<file path="config.mk">
export PLATFORM = sky130hd
export DESIGN_NAME = blac_mod_unit
export DESIGN_NICKNAME = d
export VERILOG_FILES = /design/src/blac_pkg.sv /design/src/blac_mod_unit.sv
export SDC_FILE = /design/constraint.sdc
export NUM_CORES = 1
export LEC_CHECK = 0
export BUFFER_PORTS_ARGS = -buffer_cell sky130_fd_sc_hd__buf_4
export CAP_MARGIN = 20
export CORE_MARGIN = 2
export CORE_UTILIZATION = 50
export CTS_CLUSTER_SIZE = 30
export DETAILED_ROUTE_END_ITERATION = 8
export GPL_TIMING_DRIVEN = 0
export PLACE_DENSITY = 0.72
export SLEW_MARGIN = 30
export SYNTH_ARGS = -nofsm -noshare
export SYNTH_HDL_FRONTEND = slang
export SYNTH_SLANG_ARGS = --single-unit
</file>
<file path="constraint.sdc">
create_clock -name clk_i -period 3.7 [get_ports clk_i]
set_clock_uncertainty 0.15 [all_clocks]
set_input_delay 0.74 -clock clk_i [delete_from_list [all_inputs] [get_ports clk_i]]
set_output_delay 0.74 -clock clk_i [all_outputs]
set_load 0.01 [all_outputs]
</file>
<file path="src/blac_pkg.sv">
`default_nettype none
// ----------------------------------------------------------------------------
// blac_pkg: shared types and codes of the buffer lifetime alias checker
// Result kinds, verdict codes, register indexes and field widths.
// ----------------------------------------------------------------------------
package blac_pkg;

  localparam int unsigned CapW   = 34;
  localparam int unsigned AlignW = 32;
  localparam int unsigned DataW  = 32;
  localparam int unsigned StepW  = 20;
  localparam int unsigned EndW   = 33;
  localparam int unsigned RowW   = 10;
  localparam int unsigned CfgW   = 34;

  localparam logic [0:0] RegPoolCapacity = 1'b0;
  localparam logic [0:0] RegAlignBytes   = 1'b1;

  localparam logic [1:0] KindRow     = 2'd0;
  localparam logic [1:0] KindPair    = 2'd1;
  localparam logic [1:0] KindSummary = 2'd2;

  localparam logic [1:0] VerdictPass     = 2'd0;
  localparam logic [1:0] VerdictFail     = 2'd1;
  localparam logic [1:0] VerdictOverflow = 2'd2;

  localparam logic [AlignW-1:0] AlignReset = 32'd128;

  // Control between the sequencer and the remainder unit.
  typedef struct packed {
    logic start;
    logic busy;
    logic done;
  } mod_ctl_t;

endpackage
`default_nettype wire

</file>
<file path="src/blac_mod_unit.sv">
`default_nettype none
// ----------------------------------------------------------------------------
// blac_mod_unit: serial remainder of offset by alignment
// Restoring division, one quotient bit per cycle; a start is taken only while idle.
// ----------------------------------------------------------------------------
module blac_mod_unit (
  input  wire logic                        clk_i,
  input  wire logic                        rst_ni,
  input  wire logic                        start_i,
  input  wire logic [blac_pkg::DataW-1:0]  dividend_i,
  input  wire logic [blac_pkg::AlignW-1:0] divisor_i,
  output logic                             busy_o,
  output logic                             done_o,
  output logic                             nonzero_o
);
  import blac_pkg::*;

  logic [DataW-1:0]  num_q, num_d;
  logic [AlignW:0]   rem_q, rem_d;
  logic [AlignW-1:0] div_q, div_d;
  logic [5:0]        cnt_q, cnt_d;
  logic              busy_q, busy_d, done_q, done_d;
  logic [AlignW:0]   trial;

  // Start load, or one shift-subtract step while busy.
  always_comb begin
    trial  = {rem_q[AlignW-1:0], num_q[DataW-1]};
    num_d  = num_q;
    rem_d  = rem_q;
    div_d  = div_q;
    cnt_d  = cnt_q;
    busy_d = busy_q;
    done_d = 1'b0;
    if (start_i && !busy_q) begin
      num_d  = dividend_i;
      rem_d  = '0;
      div_d  = divisor_i;
      cnt_d  = 6'(DataW);
      busy_d = 1'b1;
    end else if (busy_q) begin
      num_d = {num_q[DataW-2:0], 1'b0};
      if (trial >= {1'b0, div_q}) rem_d = trial - {1'b0, div_q};
      else rem_d = trial;
      cnt_d = cnt_q - 6'd1;
      if (cnt_q == 6'd1) begin
        busy_d = 1'b0;
        done_d = 1'b1;
      end
    end
  end

  always_ff @(posedge clk_i or negedge rst_ni) begin
    if (!rst_ni) begin
      busy_q <= 1'b0;
      done_q <= 1'b0;
      cnt_q  <= '0;
    end else begin
      busy_q <= busy_d;
      done_q <= done_d;
      cnt_q  <= cnt_d;
    end
  end

  always_ff @(posedge clk_i) begin
    num_q <= num_d;
    rem_q <= rem_d;
    div_q <= div_d;
  end

  assign busy_o    = busy_q;
  assign done_o    = done_q;
  assign nonzero_o = (div_q != '0) && (rem_q != '0);

endmodule
`default_nettype wire

</file>
# Yosys cells after proc, flatten, opt, wreduce, memory -nomap -nowiden
# Index checks and enable logic that the tools add are counted.
# W data, S select, Z words.
# word_totals
register_bits,105
latch_bits,0
ramBits,0
mem_bits_ro,0
output_inout_bits,3
memories,0
# classes
addsub,2
multipliers,0
n_div,0
order_cmp,1
eq_ne,1
shifts,0
n_mux,11
bitwise_logic,0
reduce_logical,6
# ops
op,count
$mux W32,2
$ge A33 B32 Y1,1
$mux W33,1
$reduce_bool A33 Y1,1
$sub A33 B32 Y33,1
$reduce_bool A32 Y1,1
$mux W6,2
$eq A6 B1 Y1 const B,1
$mux W1,6
$sub A6 B1 Y6 const B,1
$logic_and A1 B1 Y1,2
$reduce_bool A2 Y1,1
$logic_not A1 Y1,1

# Longest topological paths before layout
# depth
word_depth,4
ltp_mapped,14
mapped_depth_nobuf,13

# Worst setup path before layout
# No wires, ideal clock.
# synth_timing
path_type,input to register
start,in start_i
end,reg num_q[24] (data pin)
setup_ps,261
t_arrival_ps,2714
required_time_ps,3289
path_slack_ps,574
path_stages,4
n_path_buf,1
cell_sequence,inv_1 -> nor2_1 -> clkbuf_1 -> mux2_2
# synth_between
elab_chain_len,2
# synth_lines
item,line,text
"start, declared",blac_mod_unit.sv:9,"input wire logic start_i,"
$logic_and A1 B1 Y1,blac_mod_unit.sv:34,if (start_i && !busy_q) begin
$mux W32,blac_mod_unit.sv:34,
net num_d[24],blac_mod_unit.sv:18,"logic [DataW-1:0] num_q, num_d;"
"end signal, assigned",blac_mod_unit.sv:65,num_q <= num_d;
"end, declared",blac_mod_unit.sv:18,
# The timed path passes the listed nets, and every way through them passes these cells.
# A chain may end at the register's enable or synchronous reset.

# Worst setup path in the final report
# layout_timing
start,reg div_q[0]
end,reg rem_q[32]
# layout_between
elab_chain_len,2
word_cells_on_any_way,3
cone_classes,add/sub: 1; order compare: 1; mux: 1
# layout_lines
item,line,text
"start, declared",blac_mod_unit.sv:20,"logic [AlignW-1:0] div_q, div_d;"
"start signal, assigned",blac_mod_unit.sv:67,div_q <= div_d;
$sub A33 B32 Y33 or $ge A33 B32 Y1 (tied branches),blac_mod_unit.sv:42,"if (trial >= {1'b0, div_q}) rem_d = trial - {1'b0, div_q};"
$mux W33 (*),blac_mod_unit.sv:42,
"end signal, assigned",blac_mod_unit.sv:66,rem_q <= rem_d;
"end, declared",blac_mod_unit.sv:19,"logic [AlignW:0] rem_q, rem_d;"
# Every way passes the cells marked *; elsewhere a longest branch is shown, timed or not.

==> flow_summary_export.csv <==
group,metric,value,unit
run_status,status,"completed",
sta,final-setup-viol-count,0,
pwr,power_density,870.2,nW/um2
cts,cts_setup_buffers,0,
synth,synth_area_leaders,"edfxtp_1, dfxtp_1, mux2_2",
placement,routabilityCongestion,0.9433,
cts,clk_path_buf_depth,2,
placement,place_ws,0.3578,ns
pwr,p_leak,3.076,nW
cts,cts_resized,0,
placement,placed_area,6754,um2
die,design.core.area,11860,um2
synth,synth_area_leader_cell,"edfxtp_1",
pwr,ir_worst_vdd,0.0004320,V
drt,wl_per_cell,17.94,um
synth,synthCells,567,
grt,grt_max_degree,34,
cts,cts.clk_slew.worst_paths,0.08,ns
critical_path,cp.arrival,3.51,ns
synth,synth_top_area_share,31.91,%
pwr,power.total,6.133,mW
pwr,switching_share,39.54,%
pwr,power_frac_seq,33.3,%
synth,ys_seq_elements,105,
pwr,pwr-share-comb,51.2,%
drt,firstDrtPassIters,5,
die,die_x,113.8,um
grt,grt_pass1_wl,23.55,mm
sta,final-max-slew-violation-count,0,
placement,port_buffers,69,
pwr,intPower,3.708,mW
cts,clk_latency,0.36,ns
critical_path,endpoint_kind,"register",
die,initial_core_util,50.78,%
synth,synthArstFlopShare,7.619,%
cells_and_area,instances_no_fill,800,
critical_path,required,3.77,ns
critical_path,path_max_fanout,5,
synth,ys_seq_area_share,46.20,%
sta,max_freq,291.2,MHz
cells_and_area,syn_to_final_growth,17.01,%
placement,dp_hpwl,10.66,mm
cells_and_area,fin_nets,750,
drt,drc,0,
synth,synth_ff_type,"edfxtp_1",
drt,vias,4769,
critical_path,path_class,"reg -> reg",
sta,relSlewSlack,48.72,%
synth,synth_edf_count,64,
sta,rsz0062_at_grt,"no",
grt,antenna_found_initial,0,
die,die_h,113.8,um
cts,cts_sinks,105,
drt,initialDrtViolationCount,284,
sta,period_share,92.80,%
synth,netlist-cell-type-count,63,
drt,via_per_inst,5.961,
grt,grtUsageTotal,23.28,%
min_path,min_path_type,"in -> async",
grt,grt_pass1_vias,4740,
die,die-area,12940,um2
synth,syn-num-nets,669,
die,io_pins,70,
sta,tightest_slew,0.7692,ns
cells_and_area,fin_area,7048,um2
drt,ant_nets,0,
grt,grt_overflow,0,
sta,holdWs,0.02759,ns
cts,h-tree-depth,3,
cells_and_area,fin_util,59.42,%
pwr,pwr-share-clk,15.5,%
sta,tns,0,ns
cells_and_area,antenna_cells,0,
synth,synth_area,6023,um2
critical_path,cp-start-kind,"register",
drt,wl,14.35,mm
placement,placed_cells,784,
job,cap_violations,0,
sta,fin_ws,0.2662,ns
cts,postCtsHoldBufs,0,
die,row_count,40,
sta,fin_crit,3.434,ns
synth,ys_warn_count,0,
cts,cts_tree,"built",
synth,postSynthAreaPerCell,10.62,um2
sta,hold_viol_final,0,
cts,cts-root-buf,"clkbuf_16",
cells_and_area,drive_gt1_share,21.90,%
synth,synth_most_common_cell,"edfxtp_1",
pwr,p_sw,2.425,mW
cts,cts_buffers,9,
synth,synthTopCellsByCount,"edfxtp_1, nand2_1, inv_1",
state kept, by name, summed over array words and instances, names as in the netlist:
name and count:
num_q 32, cnt_q 6, done_o 1, div_q 32
busy_o 1, rem_q 33
cell families after synthesis:
group           after synthesis  share of synthesized area (%)
buf+inv                      65                          4.528
mux                          57                          10.49
xor+xnor                     29                          4.217
simple gates                134                          11.38
fa+ha+maj                    35                          7.395
compound gates              142                          15.79
flops                       105                          46.20
worst max-delay path, cell delays in order (launching register included):
cell	delay [ns]
edfxtp_1	0.42
ha_1	0.19
inv_1	0.05
fa_1	0.40
a21o_1	0.21
a21oi_2	0.21
o211ai_1	0.13
a21oi_1	0.33
a21o_1	0.33
o21ai_0	0.22
a221oi_1	0.47
o221ai_1	0.19
layout make-up:
type / instances / area [um2]
repair buffers: 70 / 545.5
clock buffers: 9 / 225.2
fillers: 1014 / 4813
well taps: 147 / 183.9
flip-flops and latches: 105 / 2783
clock inverters: 7 / 68.82
inverters: 43 / 161.4
plain buffers: 22 / 112.6
multi-input cells: 397 / 2968
final timing paths:
| check | from | slack (ns) | depth (start not counted) | end |
|---|---|---|---|---|
| min | rst_ni | 0.03 | 1 | cnt_q[5] |
| max | div_q[0] | 0.27 | 11 | rem_q[32] |
| min reg2reg | cnt_q[5] | 0.32 | 1 | cnt_q[5] |
| min in group clk_i | cnt_q[5] | 0.32 | 1 | cnt_q[5] |
| max reg2reg | div_q[0] | 0.27 | 11 | rem_q[32] |
| max in group asynchronous | rst_ni | 3.25 | 1 | cnt_q[4] |
layout by cell type, fill, tap and decap left out, drive strengths merged, types with 25 or more instances in the layout:
master | synthesis | routed
clkbuf | 16 | 25
a21oi | 42 | 42
buf | 6 | 76
ha | 34 | 34
inv | 43 | 46
mux2 | 43 | 43
o21ai | 27 | 27
edfxtp | 64 | 64
dfxtp | 33 | 33
nand2 | 46 | 46
power by group through the flow:
| stage | clock network, mW | logic [mW] | registers [mW] |
|---|---|---|---|
| detailed placement | 0 | 3.08 | 2.06 |
| global route | 1.01 | 3.45 | 2.09 |
| CTS | 0.971 | 3.10 | 2.03 |
| global placement | 0 | 2.99 | 2.05 |
| floorplan | 0 | 2.48 | 1.95 |
| finish | 0.949 | 3.14 | 2.04 |
layer usage:
layer  up-vias  track usage, %  wire (um)
li1       2276               -          -
met4         0           8.049        325
met2       191           37.29       6627
met5         -               0          0
met1      2268           29.22       6186
met3        34           8.608       1210
Note: power is estimated with default switching activity, not from simulation.
